File: config.mk
export PLATFORM = sky130hd
export DESIGN_NAME = rational_arithmetic_unit_top
export DESIGN_NICKNAME = d
export VERILOG_FILES = /design/src/design/rau_pkg.sv /design/src/design/rational_arithmetic_unit_top.sv /design/src/design/rau_datapath.sv /design/src/design/rau_sequencer.sv
export SDC_FILE = /design/constraint.sdc
export NUM_CORES = 2
export LEC_CHECK = 0
export ABC_AREA = 1
export BUFFER_PORTS_ARGS = -buffer_cell sky130_fd_sc_hd__buf_4
export CAP_MARGIN = 20
export CELL_PAD_IN_SITES_DETAIL_PLACEMENT = 0
export CELL_PAD_IN_SITES_GLOBAL_PLACEMENT = 2
export CORE_ASPECT_RATIO = 1.2
export CORE_MARGIN = 5
export CORE_UTILIZATION = 35
export CTS_BUF_LIST = sky130_fd_sc_hd__clkbuf_8
export CTS_CLUSTER_SIZE = 40
export DETAILED_ROUTE_END_ITERATION = 16
export PLACE_DENSITY = 0.79
export SLEW_MARGIN = 10
export SYNTH_ARGS = -nofsm -noshare
export SYNTH_HDL_FRONTEND = slang
export SYNTH_SLANG_ARGS = --single-unit
File: constraint.sdc
create_clock -name clk -period 7.45 [get_ports clk]
set_input_delay 0.745 -clock clk [delete_from_list [all_inputs] [get_ports clk]]
set_output_delay 0.745 -clock clk [all_outputs]
set_load 0.05 [all_outputs]
File: src/design/rau_pkg.sv
package rau_pkg;

	// Field widths of the transfer payloads.
	localparam int OPERAND_W = 16;
	localparam int OP_W      = 2;
	localparam int NUM_W     = 33;
	localparam int DEN_W     = 31;
	localparam int ERR_W     = 2;

	// Magnitude of a cross product; also the width of the GCD and divider datapath.
	localparam int PROD_W = 2 * OPERAND_W;
	localparam int CNT_W  = $clog2(PROD_W);

	// Operations.
	localparam logic [OP_W-1:0] OP_ADD = 2'd0;
	localparam logic [OP_W-1:0] OP_SUB = 2'd1;
	localparam logic [OP_W-1:0] OP_MUL = 2'd2;
	localparam logic [OP_W-1:0] OP_DIV = 2'd3;

	// Error codes.
	localparam logic [ERR_W-1:0] ERR_OK       = 2'd0;
	localparam logic [ERR_W-1:0] ERR_DIV_ZERO = 2'd1;
	localparam logic [ERR_W-1:0] ERR_ZERO_DEN = 2'd2;

	// Micro-operations of the datapath.
	localparam int UOP_W = 4;
	localparam logic [UOP_W-1:0] UOP_NOP        = 4'd0;
	localparam logic [UOP_W-1:0] UOP_MUL_N1     = 4'd1;
	localparam logic [UOP_W-1:0] UOP_MUL_D      = 4'd2;
	localparam logic [UOP_W-1:0] UOP_MUL_T      = 4'd3;
	localparam logic [UOP_W-1:0] UOP_ADD_T      = 4'd4;
	localparam logic [UOP_W-1:0] UOP_GCD_INIT   = 4'd5;
	localparam logic [UOP_W-1:0] UOP_GCD_STEP   = 4'd6;
	localparam logic [UOP_W-1:0] UOP_DIV_STEP   = 4'd7;
	localparam logic [UOP_W-1:0] UOP_EMIT_RES   = 4'd8;
	localparam logic [UOP_W-1:0] UOP_EMIT_CONST = 4'd9;

	// Jump conditions.
	localparam int COND_W = 3;
	localparam logic [COND_W-1:0] COND_NONE     = 3'd0;
	localparam logic [COND_W-1:0] COND_DIV_ZERO = 3'd1;
	localparam logic [COND_W-1:0] COND_MUL_DIV  = 3'd2;
	localparam logic [COND_W-1:0] COND_DEN_ZERO = 3'd3;
	localparam logic [COND_W-1:0] COND_NUM_ZERO = 3'd4;
	localparam logic [COND_W-1:0] COND_GCD_BUSY = 3'd5;
	localparam logic [COND_W-1:0] COND_DIV_BUSY = 3'd6;

	localparam int STEP_W = 4;

	typedef struct packed {
		logic [OP_W-1:0]             operation;
		logic signed [OPERAND_W-1:0] a_num;
		logic signed [OPERAND_W-1:0] a_den;
		logic signed [OPERAND_W-1:0] b_num;
		logic signed [OPERAND_W-1:0] b_den;
	} rau_in_t;

	typedef struct packed {
		logic signed [NUM_W-1:0] result_num;
		logic [DEN_W-1:0]        result_den;
		logic [ERR_W-1:0]        error_code;
	} rau_out_t;

	typedef struct packed {
		logic [UOP_W-1:0]  uop;
		logic [COND_W-1:0] cond;
		logic [STEP_W-1:0] target;
		logic              last;
		logic [ERR_W-1:0]  err;
	} rau_ctrl_t;

	typedef struct packed {
		logic div_zero;
		logic mul_div;
		logic den_zero;
		logic num_zero;
		logic gcd_busy;
		logic div_busy;
	} rau_status_t;

endpackage

File: src/design/rational_arithmetic_unit_top.sv
// Rational arithmetic unit. Each request transfer carries two signed 16-bit
// fractions a_num/a_den and b_num/b_den and an operation (add, subtract,
// multiply, divide); each one yields exactly one response transfer with the
// result reduced to lowest terms and a positive denominator, the sign moved
// into the 33-bit numerator. Dividing by a zero fraction (error 1) or getting
// a zero result denominator (error 2) returns 0/1 with the error code; a zero
// numerator returns 0/1 with no error. The block keeps no state between items
// and works on one item at a time. A small microprogram steps a datapath with
// one 16x16 multiplier for the cross products, a binary GCD unit that takes
// one shift or subtract per cycle, and a two-lane restoring divider that
// retires one quotient bit per cycle for numerator and denominator together.
// A multiply or divide skips the second cross product and its addition,
// which add and subtract need; a normal item then runs the GCD loop, the
// divider steps and the emit step. Error cases and a zero numerator end
// before the GCD loop. The GCD loop is the only data-dependent part. A
// finished result sits in an output register, so the next request is taken
// while that result waits for its transfer.
module rational_arithmetic_unit_top import rau_pkg::*; (
	input  logic     clk,
	input  logic     arst_n,
	input  logic     req_valid,
	output logic     req_ready,
	input  rau_in_t  req,
	output logic     rsp_valid,
	input  logic     rsp_ready,
	output rau_out_t rsp
);

	logic        busy;
	logic        start;
	logic        hold;
	logic        load;
	rau_ctrl_t   ctrl;
	rau_status_t status;
	rau_out_t    result;
	rau_out_t    rsp_q;
	logic        rsp_valid_q;

	// A new request is taken whenever the sequencer is free, even while the
	// previous result is still waiting in the output register.
	assign req_ready = !busy;
	assign start     = req_valid && req_ready;

	// The output register is full and not being emptied this cycle.
	assign hold = rsp_valid_q && !rsp_ready;

	// The last step of every microprogram path writes the output register.
	assign load = ctrl.last && !hold;

	rau_sequencer u_sequencer (
		.clk    (clk),
		.arst_n (arst_n),
		.start  (start),
		.hold   (hold),
		.status (status),
		.ctrl   (ctrl),
		.busy   (busy)
	);

	rau_datapath u_datapath (
		.clk    (clk),
		.start  (start),
		.req    (req),
		.ctrl   (ctrl),
		.status (status),
		.result (result)
	);

	always_ff @(posedge clk or negedge arst_n) begin
		if (!arst_n) begin
			rsp_valid_q <= 1'b0;
		end else if (load) begin
			rsp_valid_q <= 1'b1;
		end else if (rsp_ready) begin
			rsp_valid_q <= 1'b0;
		end
	end

	// Result payload needs no reset; it is qualified by rsp_valid.
	always_ff @(posedge clk) begin
		if (load) begin
			rsp_q <= result;
		end
	end

	assign rsp_valid = rsp_valid_q;
	assign rsp       = rsp_q;

endmodule

File: src/design/rau_datapath.sv
module rau_datapath import rau_pkg::*; (
	input  logic        clk,
	input  logic        start,
	input  rau_in_t     req,
	input  rau_ctrl_t   ctrl,
	output rau_status_t status,
	output rau_out_t    result
);

	localparam logic [CNT_W-1:0] CNT_LAST = CNT_W'(PROD_W - 1);

	// Magnitude of a two's complement field; the most negative value maps to 2^(W-1).
	function automatic logic [OPERAND_W-1:0] sm_mag(input logic [OPERAND_W-1:0] x);
		return x[OPERAND_W-1] ? (OPERAND_W'(0) - x) : x;
	endfunction

	// One restoring division step: returns the next remainder and quotient shift register.
	function automatic logic [2*PROD_W-1:0] div_lane(input logic [PROD_W-1:0] r,
			input logic [PROD_W-1:0] q, input logic [PROD_W-1:0] dvs);
		logic [PROD_W:0]   trial;
		logic [PROD_W+1:0] diff;
		trial = {r, q[PROD_W-1]};
		diff  = {1'b0, trial} - {2'b00, dvs};
		if (!diff[PROD_W+1]) begin
			return {diff[PROD_W-1:0], q[PROD_W-2:0], 1'b1};
		end
		return {trial[PROD_W-1:0], q[PROD_W-2:0], 1'b0};
	endfunction

	logic [OP_W-1:0]      op_q;
	logic                 an_neg_q, ad_neg_q, bn_neg_q, bd_neg_q;
	logic [OPERAND_W-1:0] an_mag_q, ad_mag_q, bn_mag_q, bd_mag_q;
	logic                 n_neg_q, d_neg_q, t_neg_q;
	logic [PROD_W-1:0]    n_mag_q, t_mag_q;
	logic [DEN_W-1:0]     d_mag_q;
	logic [PROD_W-1:0]    u_q, v_q, qn_q, qd_q, rn_q, rd_q;
	logic [CNT_W-1:0]     cnt_q;

	logic [OPERAND_W-1:0] mul_x, mul_y;
	logic                 mul_neg;
	logic [PROD_W-1:0]    mul_p;

	logic [PROD_W:0]      add_diff;
	logic [PROD_W-1:0]    sum_mag;
	logic                 sum_neg;

	logic [PROD_W:0]      gcd_diff;
	logic                 u_eq, u_gt, gcd_done, gcd_shift;
	logic [PROD_W-1:0]    u_nxt, v_nxt;

	logic [NUM_W-1:0]     num_mag;
	logic                 res_neg;

	// Shared multiplier; operand routing depends on the micro-op and the operation.
	always_comb begin
		mul_x   = an_mag_q;
		mul_y   = bd_mag_q;
		mul_neg = an_neg_q ^ bd_neg_q;
		case (ctrl.uop)
			UOP_MUL_N1: begin
				if (op_q == OP_MUL) begin
					mul_y   = bn_mag_q;
					mul_neg = an_neg_q ^ bn_neg_q;
				end
			end
			UOP_MUL_D: begin
				mul_x = ad_mag_q;
				if (op_q == OP_DIV) begin
					mul_y   = bn_mag_q;
					mul_neg = ad_neg_q ^ bn_neg_q;
				end else begin
					mul_neg = ad_neg_q ^ bd_neg_q;
				end
			end
			UOP_MUL_T: begin
				mul_x   = bn_mag_q;
				mul_y   = ad_mag_q;
				mul_neg = bn_neg_q ^ ad_neg_q ^ (op_q == OP_SUB);
			end
			default: begin
			end
		endcase
	end

	assign mul_p = PROD_W'(mul_x) * PROD_W'(mul_y);

	// Sign-magnitude addition of the second cross product into the numerator.
	assign add_diff = {1'b0, n_mag_q} - {1'b0, t_mag_q};

	always_comb begin
		if (n_neg_q == t_neg_q) begin
			sum_mag = n_mag_q + t_mag_q;
			sum_neg = n_neg_q;
		end else if (add_diff[PROD_W]) begin
			sum_mag = t_mag_q - n_mag_q;
			sum_neg = t_neg_q;
		end else begin
			sum_mag = add_diff[PROD_W-1:0];
			sum_neg = n_neg_q;
		end
	end

	// Binary GCD step. Common factors of two are stripped from the dividends as
	// well, so the odd part left in u divides them exactly.
	assign gcd_diff = {1'b0, u_q} - {1'b0, v_q};
	assign u_eq     = (u_q == v_q);
	assign u_gt     = !gcd_diff[PROD_W] && !u_eq;
	assign gcd_done = u_q[0] && v_q[0] && u_eq;

	always_comb begin
		u_nxt     = u_q;
		v_nxt     = v_q;
		gcd_shift = 1'b0;
		if (!u_q[0] && !v_q[0]) begin
			u_nxt     = u_q >> 1;
			v_nxt     = v_q >> 1;
			gcd_shift = 1'b1;
		end else if (!u_q[0]) begin
			u_nxt = u_q >> 1;
		end else if (!v_q[0]) begin
			v_nxt = v_q >> 1;
		end else if (u_gt) begin
			u_nxt = gcd_diff[PROD_W-1:0] >> 1;
		end else if (!u_eq) begin
			v_nxt = (v_q - u_q) >> 1;
		end
	end

	always_ff @(posedge clk) begin
		if (start) begin
			op_q     <= req.operation;
			an_neg_q <= req.a_num[OPERAND_W-1];
			ad_neg_q <= req.a_den[OPERAND_W-1];
			bn_neg_q <= req.b_num[OPERAND_W-1];
			bd_neg_q <= req.b_den[OPERAND_W-1];
			an_mag_q <= sm_mag(req.a_num);
			ad_mag_q <= sm_mag(req.a_den);
			bn_mag_q <= sm_mag(req.b_num);
			bd_mag_q <= sm_mag(req.b_den);
		end
		case (ctrl.uop)
			UOP_MUL_N1: begin
				n_neg_q <= mul_neg;
				n_mag_q <= mul_p;
			end
			UOP_MUL_D: begin
				d_neg_q <= mul_neg;
				d_mag_q <= mul_p[DEN_W-1:0];
			end
			UOP_MUL_T: begin
				t_neg_q <= mul_neg;
				t_mag_q <= mul_p;
			end
			UOP_ADD_T: begin
				n_neg_q <= sum_neg;
				n_mag_q <= sum_mag;
			end
			UOP_GCD_INIT: begin
				u_q   <= n_mag_q;
				v_q   <= PROD_W'(d_mag_q);
				qn_q  <= n_mag_q;
				qd_q  <= PROD_W'(d_mag_q);
				rn_q  <= '0;
				rd_q  <= '0;
				cnt_q <= '0;
			end
			UOP_GCD_STEP: begin
				u_q <= u_nxt;
				v_q <= v_nxt;
				if (gcd_shift) begin
					qn_q <= qn_q >> 1;
					qd_q <= qd_q >> 1;
				end
			end
			UOP_DIV_STEP: begin
				{rn_q, qn_q} <= div_lane(rn_q, qn_q, u_q);
				{rd_q, qd_q} <= div_lane(rd_q, qd_q, u_q);
				cnt_q        <= cnt_q + 1'b1;
			end
			default: begin
			end
		endcase
	end

	always_comb begin
		status.div_zero = (op_q == OP_DIV) && (bn_mag_q == '0);
		status.mul_div  = (op_q == OP_MUL) || (op_q == OP_DIV);
		status.den_zero = (d_mag_q == '0);
		status.num_zero = (n_mag_q == '0);
		status.gcd_busy = !gcd_done;
		status.div_busy = (cnt_q != CNT_LAST);
	end

	// The reduced numerator is never zero here, so the sign is just the XOR.
	assign num_mag = {1'b0, qn_q};
	assign res_neg = n_neg_q ^ d_neg_q;

	always_comb begin
		if (ctrl.uop == UOP_EMIT_CONST) begin
			result.result_num = '0;
			result.result_den = DEN_W'(1);
			result.error_code = ctrl.err;
		end else begin
			result.result_num = res_neg ? (NUM_W'(0) - num_mag) : num_mag;
			result.result_den = qd_q[DEN_W-1:0];
			result.error_code = ERR_OK;
		end
	end

endmodule

File: src/design/rau_sequencer.sv
module rau_sequencer import rau_pkg::*; (
	input  logic        clk,
	input  logic        arst_n,
	input  logic        start,
	input  logic        hold,
	input  rau_status_t status,
	output rau_ctrl_t   ctrl,
	output logic        busy
);

	localparam logic [STEP_W-1:0] S_MUL_N1    = 4'd0;
	localparam logic [STEP_W-1:0] S_MUL_D     = 4'd1;
	localparam logic [STEP_W-1:0] S_MUL_T     = 4'd2;
	localparam logic [STEP_W-1:0] S_ADD_T     = 4'd3;
	localparam logic [STEP_W-1:0] S_GCD_INIT  = 4'd4;
	localparam logic [STEP_W-1:0] S_NUM_CHK   = 4'd5;
	localparam logic [STEP_W-1:0] S_GCD_STEP  = 4'd6;
	localparam logic [STEP_W-1:0] S_DIV_STEP  = 4'd7;
	localparam logic [STEP_W-1:0] S_EMIT      = 4'd8;
	localparam logic [STEP_W-1:0] S_ERR_DIV   = 4'd9;
	localparam logic [STEP_W-1:0] S_ERR_DEN   = 4'd10;
	localparam logic [STEP_W-1:0] S_ZERO      = 4'd11;

	function automatic rau_ctrl_t uword(input logic [UOP_W-1:0] uop,
			input logic [COND_W-1:0] cond, input logic [STEP_W-1:0] target,
			input logic last, input logic [ERR_W-1:0] err);
		rau_ctrl_t w;
		w.uop    = uop;
		w.cond   = cond;
		w.target = target;
		w.last   = last;
		w.err    = err;
		return w;
	endfunction

	// Microprogram: one control word per step.
	function automatic rau_ctrl_t ucode_rom(input logic [STEP_W-1:0] step);
		rau_ctrl_t w;
		unique case (step)
			S_MUL_N1:   w = uword(UOP_MUL_N1, COND_DIV_ZERO, S_ERR_DIV, 1'b0, ERR_OK);
			S_MUL_D:    w = uword(UOP_MUL_D, COND_MUL_DIV, S_GCD_INIT, 1'b0, ERR_OK);
			S_MUL_T:    w = uword(UOP_MUL_T, COND_NONE, S_MUL_N1, 1'b0, ERR_OK);
			S_ADD_T:    w = uword(UOP_ADD_T, COND_NONE, S_MUL_N1, 1'b0, ERR_OK);
			S_GCD_INIT: w = uword(UOP_GCD_INIT, COND_DEN_ZERO, S_ERR_DEN, 1'b0, ERR_OK);
			S_NUM_CHK:  w = uword(UOP_NOP, COND_NUM_ZERO, S_ZERO, 1'b0, ERR_OK);
			S_GCD_STEP: w = uword(UOP_GCD_STEP, COND_GCD_BUSY, S_GCD_STEP, 1'b0, ERR_OK);
			S_DIV_STEP: w = uword(UOP_DIV_STEP, COND_DIV_BUSY, S_DIV_STEP, 1'b0, ERR_OK);
			S_EMIT:     w = uword(UOP_EMIT_RES, COND_NONE, S_MUL_N1, 1'b1, ERR_OK);
			S_ERR_DIV:  w = uword(UOP_EMIT_CONST, COND_NONE, S_MUL_N1, 1'b1, ERR_DIV_ZERO);
			S_ERR_DEN:  w = uword(UOP_EMIT_CONST, COND_NONE, S_MUL_N1, 1'b1, ERR_ZERO_DEN);
			S_ZERO:     w = uword(UOP_EMIT_CONST, COND_NONE, S_MUL_N1, 1'b1, ERR_OK);
			default:    w = uword(UOP_EMIT_CONST, COND_NONE, S_MUL_N1, 1'b1, ERR_OK);
		endcase
		return w;
	endfunction

	logic              busy_q;
	logic [STEP_W-1:0] step_q;
	rau_ctrl_t         word;
	logic              jump, advance;

	assign word = ucode_rom(step_q);
	assign ctrl = busy_q ? word : uword(UOP_NOP, COND_NONE, S_MUL_N1, 1'b0, ERR_OK);
	assign busy = busy_q;

	always_comb begin
		unique case (word.cond)
			COND_NONE:     jump = 1'b0;
			COND_DIV_ZERO: jump = status.div_zero;
			COND_MUL_DIV:  jump = status.mul_div;
			COND_DEN_ZERO: jump = status.den_zero;
			COND_NUM_ZERO: jump = status.num_zero;
			COND_GCD_BUSY: jump = status.gcd_busy;
			COND_DIV_BUSY: jump = status.div_busy;
			default:       jump = 1'b0;
		endcase
	end

	// The final step waits while the output register still holds an untaken result.
	assign advance = busy_q && !(word.last && hold);

	always_ff @(posedge clk or negedge arst_n) begin
		if (!arst_n) begin
			busy_q <= 1'b0;
			step_q <= S_MUL_N1;
		end else if (start) begin
			busy_q <= 1'b1;
			step_q <= S_MUL_N1;
		end else if (advance) begin
			if (word.last) begin
				busy_q <= 1'b0;
			end
			step_q <= jump ? word.target : step_q + 1'b1;
		end
	end

endmodule

==> impl_metrics.yaml <==
yosys:
  synth-edff-count: 430
  synthDistinctLibCells: 58
  synthFlopType: "edfxtp_1"
  ys.warnings.count: 0
  syn_area_um2: 44100
  yosysTopAreaCell: "edfxtp_1"
  netlist.area_leader.share: 0.293
  async_reset_ff_frac: 0.0138
  synth_compound_area_frac: 0.129
  synth_top_family_by_area: "simple AND/OR/NAND/NOR gates"
  synth_xor_area_frac: 0.0417
  synthAdderAreaFrac: 0.187
  ys_seq_area_frac: 0.296
  synthTopCellsByArea: "edfxtp_1 29%, nand2_1 12%, ha_1 9.6%"
  synthMuxAreaShare: 0.000227
  syn_area_per_cell_um2: 7.44
  synth_seq_cells: 436
  synthCells: 5931
  syn-num-nets: 6540
  synthSimpleGateAreaFrac: 0.245
final_layout:
  mostFrequentLayoutCell: "nand2_1"
  final_cell_mix: "1407 x nand2_1, 962 x inv_1, 592 x nor2_1, 430 x edfxtp_1, 421 x a21oi_1"
  area_growth_pct: 13.7
  post_route_cells_drive_above_1_share: 0.0949
  stdcell_count: 7878
  fillers: 13286
  fin_nets: 6760
sta:
  hold_violations: 0
  fin_crit_ps: 7200
  layout_setup_ws_ps: 252
  worst_pin_slew_ps: 1050
  skew_ps: 43.5
  slew_viol_final: 0
  fmax_ghz: 0.139
  rsz0062_at_grt: "yes"
  setup_viol: 0
  finalSetupTns_ps: 0
  slew_headroom: 0.291
  period_share: 0.966
  timing.hold.ws_ps: 212
setup_path:
  worstSetupStartpointType: "flop"
  cp_max_fo: 14
  rr_worst_depth: 35
  crit_path_max_incr_delay_ps: 540
  cp_num_buf_inv: 9
  crit_arrival_ps: 7640
  cp.depth: 35
  critPathKind: "reg -> reg"
  cp-startpoint: "u_sequencer.step_q[0]"
  crit_slowest_cell: "fa_1"
  required_ps: 7900
  end_kind: "flop"
  cp_top_family: "adder cells"
  reg2reg_from: "u_sequencer.step_q[0]"
clock_network:
  cts.path.max_buffers: 3
  clk_latency_ps: 740
  clk_pin_slew_worst_paths_ps: 60
  cts_made_buffers: 84
  cts_root_buf: "clkbuf_8"
  cts.sink_count: 436
  cts_tree: "yes"
  htree_num_levels: 3
hold_path:
  hold_depth: 1
  worstHoldStart: "req[65]"
  hold_class: "in -> reg"
outcome:
  status: "finished clean"
placed_design:
  hpwlAfterDp_um: 153000
  gp_congestion: 0.984
  dp_cells: 7708
  portBuffers: 137
  dpl_worst_slack_ps: 102
floorplanning:
  design.die.area_um2: 133000
  start_util: 0.353
  core_area_um2: 125000
  die_w_um: 334
  io_pins: 138
  placementRows: 142
  chipHeight_um: 399
run:
  cap_violations: 0
routing:
  wl_per_cell_um: 23.7
  totalWireLength_um: 187000
  routed-via-count: 41521
  firstDrtPassIters: 6
  drc: 0
  drt_iter0_drc: 3061
  avgViaCountPerCell: 5.27
  ant_nets: 0
global_routing:
  grt_overflow: 0
  grt_max_degree: 72
  grt_pass1_vias: 41907
  grtUsageTotal: 0.272
  grt_pass1_wl_um: 273000
  antenna_found_initial: 4
==> stage by stage <==
stage	utilization	area, µm²
2_1_floorplan	-	44100
3_3_place_gp	0.382	47800
3_5_place_dp	0.382	47800
4_1_cts	0.397	49600
5_1_grt	0.401	50200
6_report	0.401	50200
==> cell type report <==
cell class	instances	area, µm²	share of cell area
inverter	981	3690	0.0736
sequential	436	13100	0.260
multi-input combinational	4343	27100	0.539
clock inverter	69	622	0.0124
tap	1656	2070	0.0413
antenna	3	7.51	0.000150
clock buffer	85	1170	0.0233
timing repair buffer	305	2500	0.0498
==> cells in the mapped netlist (55+ instances only) <==
library cell and number:
nor3_1 83, nor2_1 607, nand3_1 319, xor2_1 146
xnor2_1 64, nand2_1 1416, buf_2 77, edfxtp_1 430
inv_1 955, nand4_1 55, clkbuf_1 78, ha_1 338
a21oi_1 434, o21ai_0 315, fa_1 201, o221ai_1 68
==> per-layer routing <==
layer  track usage  share of wire
met1         0.323           0.40
met3        0.0296          0.044
met5             0              0
met4         0.135          0.060
met2         0.489           0.50
==> timing repair <==
| item | in CTS | in global routing |
|---|---|---|
| gates resized for setup | 0 | 100 |
| setup endpoints to repair | 0 | 56 |
| hold endpoints to repair | 6 | 0 |
| setup buffers | 0 | 10 |
| hold buffers | 1 | 0 |
==> registers in the layout, summed over array words and instances, names as in the netlist, 2 cells and up <==
name                 cells
u_datapath.d_mag_q      31
u_datapath.v_q          31
u_datapath.n_mag_q      32
u_datapath.cnt_q         5
u_datapath.ad_mag_q     16
u_datapath.rn_q         32
u_datapath.qn_q         32
u_datapath.an_mag_q     16
u_datapath.u_q          32
u_datapath.op_q          2
u_datapath.bn_mag_q     16
u_datapath.bd_mag_q     16
rsp                     66
u_sequencer.step_q       4
u_datapath.qd_q         32
u_datapath.rd_q         32
u_datapath.t_mag_q      32
==> cells by family (layout without fill, tap and decap cells) <==
family	Yosys count	after routing
xor+xnor	210	210
other cells	0	3
flops	436	436
mux	1	1
compound gates	989	989
buf+inv	1153	1440
fa+ha+maj	539	539
simple gates	2603	2604
==> path summary, 6_finish.rpt <==
check | slack, ps | to
hold reg to reg | 560 | u_datapath.qn_q[16]
hold / removal | 210 | u_datapath.op_q[1]
min in group asynchronous | 410 | rsp_valid
max in group asynchronous | 6910 | u_sequencer.step_q[3]
setup reg to reg | 250 | u_datapath.d_mag_q[22]
setup / recovery | 250 | u_datapath.d_mag_q[22]
==> worst reg2reg max path: cells and delay by family, from the launching register on <==
family	cells	cell delay, ps
AOI/OAI and AO/OA	4	610
buffers and inverters	9	680
DFF	1	360
and+or+nand+nor	14	1650
adders and majority gates	8	3640
Power is left out: the tool's default activity adds up to more than one toggle a clock period on the data nets, which glitch-free logic cannot reach.
